<file path="config.mk">
export PLATFORM = sky130hd
export DESIGN_NAME = period_speed_pi_regulator_top
export DESIGN_NICKNAME = d
export VERILOG_FILES = /design/src/sv/psr_pkg.sv /design/src/sv/psr_cfg.sv /design/src/sv/psr_engine.sv /design/src/sv/period_speed_pi_regulator_top.sv
export SDC_FILE = /design/constraint.sdc
export NUM_CORES = 2
export LEC_CHECK = 0
export BUFFER_PORTS_ARGS = -buffer_cell sky130_fd_sc_hd__buf_2
export CORE_ASPECT_RATIO = 1.25
export CORE_MARGIN = 5
export CORE_UTILIZATION = 50
export CTS_CLUSTER_DIAMETER = 200
export DETAILED_ROUTE_END_ITERATION = 10
export GPL_TIMING_DRIVEN = 0
export PLACE_DENSITY = 0.69
export SLEW_MARGIN = 25
export SYNTH_ARGS = -nofsm -noshare
export SYNTH_HDL_FRONTEND = slang
export SYNTH_SLANG_ARGS = --single-unit
</file>
<file path="constraint.sdc">
create_clock -name i_clk -period 11.66 [get_ports i_clk]
set_input_delay 0.583 -clock i_clk [delete_from_list [all_inputs] [get_ports i_clk]]
set_output_delay 0.583 -clock i_clk [all_outputs]
set_load 0.02 [all_outputs]
</file>
<file path="src/sv/psr_pkg.sv">
package psr_pkg;

    // Command codes of an input beat
    localparam logic [1:0] CMD_TOP   = 2'd0;
    localparam logic [1:0] CMD_TICK  = 2'd1;
    localparam logic [1:0] CMD_START = 2'd2;

    // Register indexes
    localparam logic [2:0] REG_GLITCH_THR = 3'd0;
    localparam logic [2:0] REG_SPEED_FAC  = 3'd1;
    localparam logic [2:0] REG_TARGET     = 3'd2;
    localparam logic [2:0] REG_GAIN_P     = 3'd3;
    localparam logic [2:0] REG_GAIN_I     = 3'd4;
    localparam logic [2:0] REG_INT_LIMIT  = 3'd5;
    localparam logic [2:0] REG_DRIVE_MAX  = 3'd6;
    localparam logic [2:0] REG_DRIVE_MIN  = 3'd7;

    // Reset values
    localparam logic [15:0] RST_GLITCH_THR = 16'd100;
    localparam logic [31:0] RST_SPEED_FAC  = 32'd0;
    localparam logic [15:0] RST_TARGET     = 16'd0;
    localparam logic [15:0] RST_GAIN_P     = 16'd4096;
    localparam logic [15:0] RST_GAIN_I     = 16'd0;
    localparam logic [22:0] RST_INT_LIMIT  = 23'd2560;
    localparam logic [15:0] RST_DRIVE_MAX  = 16'hFFFF;
    localparam logic [15:0] RST_DRIVE_MIN  = 16'd0;

    // One quotient bit per divider step
    localparam int DIV_STEPS = 16;

    typedef struct packed {
        logic [15:0] glitch_thr;
        logic [31:0] speed_fac;
        logic [15:0] target;
        logic [15:0] gain_p;
        logic [15:0] gain_i;
        logic [22:0] int_limit;
        logic [15:0] drive_max;
        logic [15:0] drive_min;
    } t_cfg;

    typedef struct packed {
        logic [15:0] period;
        logic [15:0] speed;
        logic [15:0] drive;
        logic        restart;
    } t_result;

    typedef enum logic [2:0] {
        S_IDLE,
        S_PREP,
        S_DIV,
        S_MUL_I,
        S_INTEG,
        S_CTL,
        S_DONE
    } t_state;

endpackage

</file>
<file path="src/sv/psr_cfg.sv">
module psr_cfg (
    input  logic           i_clk,
    input  logic           i_rst_n,
    input  logic           i_we,
    input  logic [2:0]     i_index,
    input  logic [31:0]    i_data,
    output psr_pkg::t_cfg  o_cfg
);

    psr_pkg::t_cfg r_cfg;

    always_ff @(posedge i_clk) begin
        if (!i_rst_n) begin
            r_cfg.glitch_thr <= psr_pkg::RST_GLITCH_THR;
            r_cfg.speed_fac  <= psr_pkg::RST_SPEED_FAC;
            r_cfg.target     <= psr_pkg::RST_TARGET;
            r_cfg.gain_p     <= psr_pkg::RST_GAIN_P;
            r_cfg.gain_i     <= psr_pkg::RST_GAIN_I;
            r_cfg.int_limit  <= psr_pkg::RST_INT_LIMIT;
            r_cfg.drive_max  <= psr_pkg::RST_DRIVE_MAX;
            r_cfg.drive_min  <= psr_pkg::RST_DRIVE_MIN;
        end else if (i_we) begin
            unique case (i_index)
                psr_pkg::REG_GLITCH_THR: r_cfg.glitch_thr <= i_data[15:0];
                psr_pkg::REG_SPEED_FAC:  r_cfg.speed_fac  <= i_data;
                psr_pkg::REG_TARGET:     r_cfg.target     <= i_data[15:0];
                psr_pkg::REG_GAIN_P:     r_cfg.gain_p     <= i_data[15:0];
                psr_pkg::REG_GAIN_I:     r_cfg.gain_i     <= i_data[15:0];
                psr_pkg::REG_INT_LIMIT:  r_cfg.int_limit  <= i_data[22:0];
                psr_pkg::REG_DRIVE_MAX:  r_cfg.drive_max  <= i_data[15:0];
                psr_pkg::REG_DRIVE_MIN:  r_cfg.drive_min  <= i_data[15:0];
                default: ;
            endcase
        end
    end

    assign o_cfg = r_cfg;

endmodule

</file>
<file path="src/sv/psr_engine.sv">
module psr_engine (
    input  logic             i_clk,
    input  logic             i_rst_n,
    input  psr_pkg::t_cfg    i_cfg,
    input  logic             i_start,
    input  logic [1:0]       i_cmd,
    input  logic             i_level_high,
    input  logic [15:0]      i_elapsed_count,
    output logic             o_ready,
    output logic             o_res_valid,
    input  logic             i_res_take,
    output psr_pkg::t_result o_res
);

    psr_pkg::t_state r_state, n_state;

    logic [1:0]         r_cmd;
    logic               r_restart;
    logic [15:0]        r_period;
    logic [15:0]        r_rem;
    logic [15:0]        r_quo;     // dividend low half, then quotient / speed
    logic [3:0]         r_cnt;
    logic signed [33:0] r_prod;
    logic signed [23:0] r_integ;
    logic [15:0]        r_drive;

    logic               accept_top;
    logic               div_last;
    logic [16:0]        div_trial;
    logic [16:0]        div_diff;
    logic               div_ge;
    logic signed [16:0] err;
    logic signed [16:0] mul_b;
    logic signed [33:0] mul_p;
    logic signed [24:0] integ_sum;
    logic signed [24:0] lim_pos;
    logic signed [24:0] lim_neg;
    logic signed [23:0] integ_clamped;
    logic signed [26:0] ctl;

    assign accept_top = (i_cmd == psr_pkg::CMD_TOP) && i_level_high
                        && (i_elapsed_count > i_cfg.glitch_thr);
    assign div_last   = (r_cnt == 4'(psr_pkg::DIV_STEPS - 1));

    // Restoring divider step; remainder stays below the period
    assign div_trial = {r_rem, r_quo[15]};
    assign div_diff  = div_trial - {1'b0, r_period};
    assign div_ge    = (div_trial >= {1'b0, r_period});

    // Shared signed multiplier: error times one gain
    assign err   = $signed({1'b0, r_quo}) - $signed({1'b0, i_cfg.target});
    assign mul_b = (r_state == psr_pkg::S_MUL_I) ? $signed({1'b0, i_cfg.gain_i})
                                                 : $signed({1'b0, i_cfg.gain_p});
    assign mul_p = err * mul_b;

    // Integral update, floor of the Q.20 product by arithmetic shift
    assign integ_sum = 25'(r_integ) + 25'($signed(r_prod[33:12]));
    assign lim_pos   = $signed({2'b00, i_cfg.int_limit});
    assign lim_neg   = -lim_pos;
    always_comb begin
        if (integ_sum > lim_pos) begin
            integ_clamped = 24'(lim_pos);
        end else if (integ_sum < lim_neg) begin
            integ_clamped = 24'(lim_neg);
        end else begin
            integ_clamped = 24'(integ_sum);
        end
    end

    assign ctl = $signed({11'd0, i_cfg.target}) - 27'($signed(r_prod[33:12]))
                 - 27'(r_integ);

    always_ff @(posedge i_clk) begin
        if (!i_rst_n) begin
            r_state <= psr_pkg::S_IDLE;
        end else begin
            r_state <= n_state;
        end
    end

    always_comb begin
        n_state     = r_state;
        o_ready     = 1'b0;
        o_res_valid = 1'b0;
        unique case (r_state)
            psr_pkg::S_IDLE: begin
                o_ready = 1'b1;
                if (i_start) n_state = psr_pkg::S_PREP;
            end
            psr_pkg::S_PREP: begin
                if (r_period == 16'd0 || i_cfg.speed_fac[31:16] >= r_period) begin
                    n_state = (r_cmd == psr_pkg::CMD_TICK) ? psr_pkg::S_MUL_I
                                                           : psr_pkg::S_DONE;
                end else begin
                    n_state = psr_pkg::S_DIV;
                end
            end
            psr_pkg::S_DIV: begin
                if (div_last) begin
                    n_state = (r_cmd == psr_pkg::CMD_TICK) ? psr_pkg::S_MUL_I
                                                           : psr_pkg::S_DONE;
                end
            end
            psr_pkg::S_MUL_I: n_state = psr_pkg::S_INTEG;
            psr_pkg::S_INTEG: n_state = psr_pkg::S_CTL;
            psr_pkg::S_CTL:   n_state = psr_pkg::S_DONE;
            psr_pkg::S_DONE: begin
                o_res_valid = 1'b1;
                if (i_res_take) n_state = psr_pkg::S_IDLE;
            end
            default: n_state = psr_pkg::S_IDLE;
        endcase
    end

    // Control-loop state, cleared by reset
    always_ff @(posedge i_clk) begin
        if (!i_rst_n) begin
            r_period  <= 16'd0;
            r_integ   <= 24'sd0;
            r_drive   <= 16'd0;
            r_restart <= 1'b0;
        end else begin
            if (r_state == psr_pkg::S_IDLE && i_start) begin
                r_restart <= accept_top;
                if (accept_top) begin
                    r_period <= i_elapsed_count;
                end else if (i_cmd == psr_pkg::CMD_START) begin
                    r_period <= 16'd0;
                end
            end
            if (r_state == psr_pkg::S_INTEG) r_integ <= integ_clamped;
            if (r_state == psr_pkg::S_CTL) begin
                if (ctl > $signed({11'd0, i_cfg.drive_max})) begin
                    r_drive <= i_cfg.drive_max;
                end else if (ctl < $signed({11'd0, i_cfg.drive_min})) begin
                    r_drive <= i_cfg.drive_min;
                end else begin
                    r_drive <= ctl[15:0];
                end
            end
        end
    end

    // Working registers
    always_ff @(posedge i_clk) begin
        case (r_state)
            psr_pkg::S_IDLE: begin
                r_cmd <= i_cmd;
            end
            psr_pkg::S_PREP: begin
                r_cnt <= 4'd0;
                if (r_period == 16'd0) begin
                    r_quo <= 16'd0;
                end else if (i_cfg.speed_fac[31:16] >= r_period) begin
                    r_quo <= 16'hFFFF;
                end else begin
                    r_rem <= i_cfg.speed_fac[31:16];
                    r_quo <= i_cfg.speed_fac[15:0];
                end
            end
            psr_pkg::S_DIV: begin
                r_rem <= div_ge ? div_diff[15:0] : div_trial[15:0];
                r_quo <= {r_quo[14:0], div_ge};
                r_cnt <= r_cnt + 4'd1;
            end
            psr_pkg::S_MUL_I, psr_pkg::S_INTEG: begin
                r_prod <= mul_p;
            end
            default: ;
        endcase
    end

    assign o_res.period  = r_period;
    assign o_res.speed   = r_quo;
    assign o_res.drive   = r_drive;
    assign o_res.restart = r_restart;

    a_no_start_busy: assert property (@(posedge i_clk) disable iff (!i_rst_n)
        (r_state != psr_pkg::S_IDLE) |-> !o_ready)
        else $error("engine ready while busy");

    a_restart_top: assert property (@(posedge i_clk) disable iff (!i_rst_n)
        (o_res_valid && r_restart) |-> (r_cmd == psr_pkg::CMD_TOP && r_period != 16'd0))
        else $error("restart without accepted top event");

    a_integ_bound: assert property (@(posedge i_clk) disable iff (!i_rst_n)
        (r_state == psr_pkg::S_CTL) |->
            (25'(r_integ) <= lim_pos && 25'(r_integ) >= lim_neg))
        else $error("integral outside limit");

    a_drive_bound: assert property (@(posedge i_clk) disable iff (!i_rst_n)
        ((r_state == psr_pkg::S_DONE) && $past(r_state == psr_pkg::S_CTL)
         && i_cfg.drive_min <= i_cfg.drive_max) |->
            (r_drive >= i_cfg.drive_min && r_drive <= i_cfg.drive_max))
        else $error("drive outside clamp");

    a_div_count: assert property (@(posedge i_clk) disable iff (!i_rst_n)
        (r_state == psr_pkg::S_DIV && !div_last) |=> (r_state == psr_pkg::S_DIV))
        else $error("divider left early");

endmodule

</file>
<file path="src/sv/period_speed_pi_regulator_top.sv">
// A beat passes through prep and the 16-step restoring divider, and for a control tick
//   through the I product, the integral update with the P product and the drive clamp;
//   the divider is skipped when the period is zero or the quotient saturates.
// The engine takes no new beat until its result has moved to the output register.
// Reset (synchronous, active low): registers to defaults, period, integral and drive to 0.
module period_speed_pi_regulator_top (
    input  logic        i_clk,
    input  logic        i_rst_n,
    // input beat
    input  logic        i_valid,
    output logic        o_stall,
    input  logic [1:0]  i_cmd,
    input  logic        i_level_high,
    input  logic [15:0] i_elapsed_count,
    // result beat
    output logic        o_valid,
    input  logic        i_stall,
    output logic [15:0] o_period_count,
    output logic [15:0] o_speed_now,
    output logic [15:0] o_drive_value,
    output logic        o_restart_timer,
    // register writes
    input  logic        i_cfg_valid,
    output logic        o_cfg_ready,
    input  logic [2:0]  i_cfg_index,
    input  logic [31:0] i_cfg_data
);

    psr_pkg::t_cfg    cfg;
    psr_pkg::t_result eng_res;
    logic             eng_ready;
    logic             eng_res_valid;
    logic             out_load;

    psr_pkg::t_result r_out;
    logic             r_out_valid;

    // Registers are always writable; the user must make writes only while idle, unenforced.
    assign o_cfg_ready = 1'b1;

    psr_cfg u_cfg (
        .i_clk   (i_clk),
        .i_rst_n (i_rst_n),
        .i_we    (i_cfg_valid && o_cfg_ready),
        .i_index (i_cfg_index),
        .i_data  (i_cfg_data),
        .o_cfg   (cfg)
    );

    // Engine takes a beat only in its idle state; it works through period update, division
    // and, for a tick, two multiplies and the clamps one step a cycle, then waits in done.
    assign o_stall = !eng_ready;

    psr_engine u_engine (
        .i_clk           (i_clk),
        .i_rst_n         (i_rst_n),
        .i_cfg           (cfg),
        .i_start         (i_valid && eng_ready),
        .i_cmd           (i_cmd),
        .i_level_high    (i_level_high),
        .i_elapsed_count (i_elapsed_count),
        .o_ready         (eng_ready),
        .o_res_valid     (eng_res_valid),
        .i_res_take      (out_load),
        .o_res           (eng_res)
    );

    // Output register: decouples result delivery from the next input beat,
    // so a new beat is taken while a finished result still waits.
    assign out_load = eng_res_valid && (!r_out_valid || !i_stall);

    always_ff @(posedge i_clk) begin
        if (!i_rst_n) begin
            r_out_valid <= 1'b0;
        end else if (out_load) begin
            r_out_valid <= 1'b1;
        end else if (!i_stall) begin
            r_out_valid <= 1'b0;
        end
    end

    always_ff @(posedge i_clk) begin
        if (out_load) begin
            r_out <= eng_res;
        end
    end

    assign o_valid         = r_out_valid;
    assign o_period_count  = r_out.period;
    assign o_speed_now     = r_out.speed;
    assign o_drive_value   = r_out.drive;
    assign o_restart_timer = r_out.restart;

endmodule

</file>
# Yosys cells after proc, flatten, opt, wreduce, memory -nomap -nowiden

Index checks and enable logic that the tools add are counted.

Shifts and indexed selects: 0
Bitwise logic cells: 0
Reduce and logical (&&, ||, !) cells: 28
Order comparisons: 7
Divide/modulo/power cells: 0
Add/subtract/negate cells: 7
Eq/ne operators: 22
Muxes and demuxes: 25
$mul: 1

Operators by type and width:

| kind               | number |
|---|---|
| $mux 16            | 10 |
| $pmux 16 s2        | 2 |
| $mux 24            | 2 |
| $mul 17x17->34     | 1 |
| $gt 27x17->1       | 1 |
| $lt 27x17->1       | 1 |
| $add 24x22->25     | 1 |
| $gt 25x24->1       | 1 |
| $lt 25x25->1       | 1 |
| $neg 23->25        | 1 |
| $sub 23x24->25     | 1 |
| $sub 17x22->23     | 1 |
| $eq 3x3->1 const B | 7 |
| $pmux 3 s7         | 1 |
| $reduce_and 2->1   | 9 |
| $ge 17x16->1       | 1 |
| $sub 16x16->17     | 1 |
| $ge 16x16->1       | 1 |
| $gt 16x16->1       | 1 |
| $logic_not 16->1   | 1 |
| $sub 16x16->16     | 1 |
| $mux 3             | 5 |
| $eq 3x2->1 const B | 4 |
| $pmux 4 s2         | 1 |
| 16 further kinds   | 34 |

Register bits after elaboration: 333
Memory bits (read-only): 0
Bits in latches: 0
RAM bits: 0
Output and inout port bits: 52
Memories kept: 0
Input bits: 59
Word-level logic and storage cells: 113

# Longest topological paths before layout

Word-level depth: 5
Mapped depth: 35
Depth with buffers taken out: 35

# Hierarchy

A second synthesis with hierarchy kept.

Cell total of the unflattened synthesis: 3424
Area, all modules: 31231.2 um^2

By module, submodules not included:

| module                        | cells each | seq. area each (um^2) | instances | area each (um^2) |
|---|---|---|---|---|
| psr_engine                    | 2813       | 3002.9                | 1         | 24013.0 |
| psr_cfg                       | 554        | 3022.9                | 1         | 5686.7 |
| period_speed_pi_regulator_top | 57         | 1491.4                | 1         | 1531.5 |

# Least setup slack after synthesis

OpenSTA, ideal clock, no wires.

Kind: register to register
Start point: register u_engine.r_quo[0]
End point: register u_engine.r_prod[33], data pin
Buffers on the path: 0
Stages on the path, launching flop included: 32
Setup time: 0.260 ns
Arrival time: 8.296 ns
Clock period less this slack: 8.556 ns
Path slack: 3.104 ns
Data required time: 11.400 ns
Cell sequence: edfxtp_1 > inv_1 > ha_1 > fa_1 > nor2b_1 > o21ai_0 > a21boi_0 > o21ai_0 > a21boi_0 > o2111ai_1 > nand3_1 > nand3_1 > a41oi_1 > nor2_1 > fa_1 > inv_1 > fa_1 > inv_1 > fa_1 > fa_1 > fa_1 > inv_1 > fa_1 > inv_1 > ha_1 > nor2b_1 > a221o_1 > o21ba_2 > o21ai_0 > or4_1 > a31oi_1 > xnor2_1

Cells in the longest elaborated chain, start to end: 2

Ends and longest elaborated chain:

| item                   | line              | text |
|---|---|---|
| from (decl)            | psr_engine.sv:21  | `logic [15:0] r_quo;` |
| from (signal assigned) | psr_engine.sv:158 | `r_quo <= i_cfg.speed_fac[15:0];` |
| from (signal assigned) | psr_engine.sv:163 | `r_quo <= {r_quo[14:0], div_ge};` |
| $sub 16x16->17         | psr_engine.sv:51  | `assign err = $signed({1'b0, r_quo}) - $signed({1'b0, i_cfg.target});` |
| $mul 17x17->34         | psr_engine.sv:54  | `assign mul_p = err * mul_b;` |
| net u_engine.mul_p[33] | psr_engine.sv:34  | `logic signed [33:0] mul_p;` |
| to (signal assigned)   | psr_engine.sv:167 | `r_prod <= mul_p;` |
| to (decl)              | psr_engine.sv:23  | `logic signed [33:0] r_prod;` |

The timed path passes the listed nets, and every way through them passes these cells.
A chain may end at the register's enable or synchronous reset.

# Worst setup path after layout

Start point: register u_cfg.r_cfg, in the netlist u_cfg.o_cfg[88]
End point: register u_engine.r_prod[33], data pin

Cells in the longest elaborated chain, start to end: 2

Ends and longest elaborated chain:

| item                   | line             | text |
|---|---|---|
| from (decl)            | psr_cfg.sv:10    | `psr_pkg::t_cfg r_cfg;` |
| $sub 16x16->17         | psr_engine.sv:51 |  |
| $mul 17x17->34         | psr_engine.sv:54 |  |
| net u_engine.mul_p[33] | psr_engine.sv:34 |  |

The timed path passes the listed nets, and every way through them passes these cells.

==> impl.org <==
** Status
- Status :: finished, final reports clean

** Yosys
- After synthesis, the mean cell area works out to slightly below 9 um^2.
- Post-synthesis instance area :: slightly above 30,000 um^2
- Netlist cell types :: 84
- Synthesis produced a netlist whose cell count is roughly 3,500.
- Counting every net in the synthesized netlist gives a little over 4,000.
- Of all cell types, the one taking the most synthesized area is fa_1.
- Area fraction of the dominant cell type after synthesis :: 0.195
- Yosys mapped a number of flops with a built-in enable equal to 109.
- For this run, the number of Yosys warnings is 0.
- Total of flip-flops plus latches after synthesis :: ~320
- Most area-consuming cells after synthesis :: fa_1 19%, dfxtp_1 14%, ha_1 12%, edfxtp_1 11%, nand2_1 6.6%
- For this run, the register share of the synthesized area comes to 0.247.
- Share of synthesized flip-flops with an asynchronous set or reset :: 0
- Most frequently used flop master after synthesis :: dfxtp_1

** Placed design
- Standard cell area after detailed placement :: 32,000 um^2
- Input and output buffers added on the ports amount to 90.
- Post-detail-place hpwl :: slightly above 70,000 um
- At the end of routability-driven placement, the weighted congestion stood at 0.973.
- Prior to clock tree synthesis, the placed netlist has a worst setup slack of ~1.1 ns.
- After detailed placement, the design holds a cell count of 4,362.

** Setup path
- The largest single stage delay on the critical path is ~0.77 ns.
- The worst register-to-register path has a depth of 34.
- Biggest fanout along the worst timing path :: 10
- Nature of the critical path endpoint :: register
- Critical-path top delay cell :: a211oi_2
- Data required, critical path :: roughly 12 ns
- CP most frequent cell :: fa_1
- Nature of the critical path startpoint :: register
- Arrival time worst endpoint :: approximately 11 ns
- Setup slack on the worst reg-to-reg path comes out at 1.40 ns.
- The setup path with the least slack is of type register to register.

** Route
- Count of vias placed by the detailed router :: 25,134
- Vias per inst :: roughly 5.7
- Total detailed-routing wirelength :: ~89,000 um
- Number of nets with antenna violations after detailed routing :: 0
- After detailed routing, the average wire length per cell comes to 20.1 um.
- The first routing iteration left between 1,500 and 2,000 violations.
- Residual DRC :: 0
- Number of optimization iterations in the first detailed-route pass :: 8

** STA
- Max Slew Vio Count :: 0
- In this run the tightest slew margin relative to its limit is 0.271.
- Adding up every negative setup slack in the final design gives 0 ns.
- RSZ-0062 raised after global routing :: false
- Final setup slack of the worst path :: about 1.4 ns
- Of the available clock period, the critical path in the final layout requires 0.880.
- Endpoints failing hold :: 0
- For the pin with the worst max-slew slack, the measured transition is 1.09 ns.
- Final setup violating endpoints :: 0
- Time the final worst path needs with I/O delays and setup :: ~10 ns
- Clock tree skew after final layout :: approximately 0.028 ns
- Maximum achievable frequency :: slightly below 100 MHz

** CTS
- The tree built by TritonCTS fans out to about 320 sinks.
- Maximum buffer depth of the clock tree :: 3
- Setup repair bufs after CTS :: 0
- Clock latency of the later-clocked register in the worst-skew pair :: approximately 0.59 ns
- CTS tree :: built
- Hold buffer count at cts :: 0
- Number of instances resized during post-cts repair :: 0
- TritonCTS buffer count :: 30
- Library cell used as clock root buffer :: clkbuf_16
- Clock-pin slew was measured on the worst setup and hold paths at 0.07 ns.
- CTS H-tree depth :: 1

** Floorplan
- Overall die width :: 231 um
- In this run the vertical extent of the chip is between 200 and 300 um.
- between 100 and 150 I/O pins were placed.
- Area enclosed by the die boundary :: 66,000 um^2
- After floorplanning, the core was sized to cover 60,500 um^2.
- Row generation in the floorplan step produced a little over 100 rows.
- Starting Density :: 0.503

** Final layout
- In the final layout, the share of cells above drive strength 1 is 0.0647.
- Footprint of the multi-input gates :: between 20,000 and 25,000 um^2
- After the flow finishes, the layout carries non-filler instances totaling 4,418.
- Summing all flip-flop and latch instances after layout gives roughly 7500 um^2.
- Area Overhead vs Synth :: 8.36%
- The repair_antennas step left the layout with diodes totalling 0.
- Number of fill cells :: between 5,000 and 6,000
- Total non-filler cell area in the finished layout :: roughly 33,000 um^2
- The final layout contains between 4,000 and 5,000 nets.

** Global route
- The initial antenna violation count was 0.
- The via count of the first global-routing pass came to between 20,000 and 30,000.
- Wire length of the first global-routing pass :: 140,000 um
- Total routing resource utilization after global routing :: 0.266
- Entering global routing, the biggest net connects 24 pins.
- For this run the aggregate overflow at the end of global routing stands at 0.

** Hold path
- Worst min-delay path category :: input port to register
- Min-Delay Path Depth :: 1

** Pwr
- Total chip power :: between 9 and 10 mW
- For this design the ratio of total power to cell area is a little under 300 nW/um^2.
- In this run the static leakage power is 14.6 nW.
- Worst-case vdd ir drop :: ~190 uV

** Job
- Across the run, the number of max-cap violations was 0.
## sequential cells by signal (all words and copies together) (netlist names), 4 cells and up
name / cells
u_engine.r_integ: 24
o_drive_value: 16
u_cfg.o_cfg: 151
o_speed_now: 16
u_engine.r_prod: 22
u_engine.r_quo: 16
u_engine.r_drive: 16
u_engine.r_rem: 16
o_period_count: 16
u_engine.r_cnt: 4
u_engine.r_period: 16
## layout by cell type, fill, tap and decap left out, drive strengths merged, types with 35 or more instances in the layout
cell type  instances
o211ai            35
xnor2             80
edfxtp           109
a21oi            228
o21ai             90
nor3              46
fa               296
ha               302
clkbuf           168
nand2            536
dfxtp            212
nor2             258
nand3             64
inv              532
buf              113
a21o              48
mux2i             42
## worst max-delay path, delay by kind of cell, from the launching register on
family / cells / cell delay (ns)
DFF: 1 / 0.63
and+or+nand+nor: 5 / 0.96
buffers and inverters: 6 / 0.65
xor gates and xnor gates: 1 / 0.12
AOI/OAI and AO/OA: 14 / 3.92
adders and majority gates: 8 / 3.71
## synthesized netlist by cell type, types with 31 or more instances
cell type	count
nor3_1	46
xnor2_1	80
nor2b_1	34
o211ai_1	35
nor2_1	258
fa_1	296
ha_1	302
edfxtp_1	109
nand4_1	31
o21ai_0	88
a21o_1	48
dfxtp_1	212
mux2i_1	42
nand3_1	63
a21oi_1	228
xor2_1	31
nand2b_1	32
nand2_1	536
inv_1	528
clkbuf_1	109
a31oi_1	33
## power breakdown
group | internal (mW) | switching, mW
sequential | 1.44 | 0.154
clock | 0.568 | 0.463
combinational | 2.62 | 4.58
## cells by family (layout without fill, tap and decap cells)
kind of cell,count (synthesis),in the layout,synth area share
buf+inv,673,822,0.0852
xor+xnor,111,111,0.0319
compound gates,647,647,0.141
other cells,1,1,0.000123
mux,58,58,0.0197
simple gates,1088,1088,0.156
fa+ha+maj,598,598,0.319
flops,321,321,0.247
## worst paths after layout
| path | end | startpoint |
|---|---|---|
| max | u_engine.r_prod[33] | u_cfg.o_cfg[88] |
| max reg2reg | u_engine.r_prod[33] | u_cfg.o_cfg[88] |
| min reg2reg | o_restart_timer | u_engine.r_restart |
| min | u_engine.r_cmd[0] | i_cmd[0] |
## layer usage
layer / track usage / vias to the layer above / wire [um]
li1: - / 11843 / -
met2: 0.470 / 873 / 43700
met5: 0 / - / 0
met4: 0.119 / 0 / 4970
met3: 0.0210 / 208 / 5130
met1: 0.335 / 12210 / 35100
## final cells by class
type / instances / area share
buffer: 144 / 0.0185
clock inverter: 12 / 0.00330
tap: 772 / 0.0293
multi-input combinational: 2503 / 0.618
timing repair buffer: 93 / 0.0155
inverter: 529 / 0.0602
sequential: 321 / 0.228
clock buffer: 44 / 0.0275
## metrics by stage
stage / hold slack [ns] / util
finish: 0.203 / 0.545
global route: 0.185 / 0.545
CTS: 0.181 / 0.545
detailed placement: 0.421 / 0.528
global placement: 0.413 / 0.526
floorplan: 0.408 / -
No activity file was read; power rests on OpenSTA's default activity.
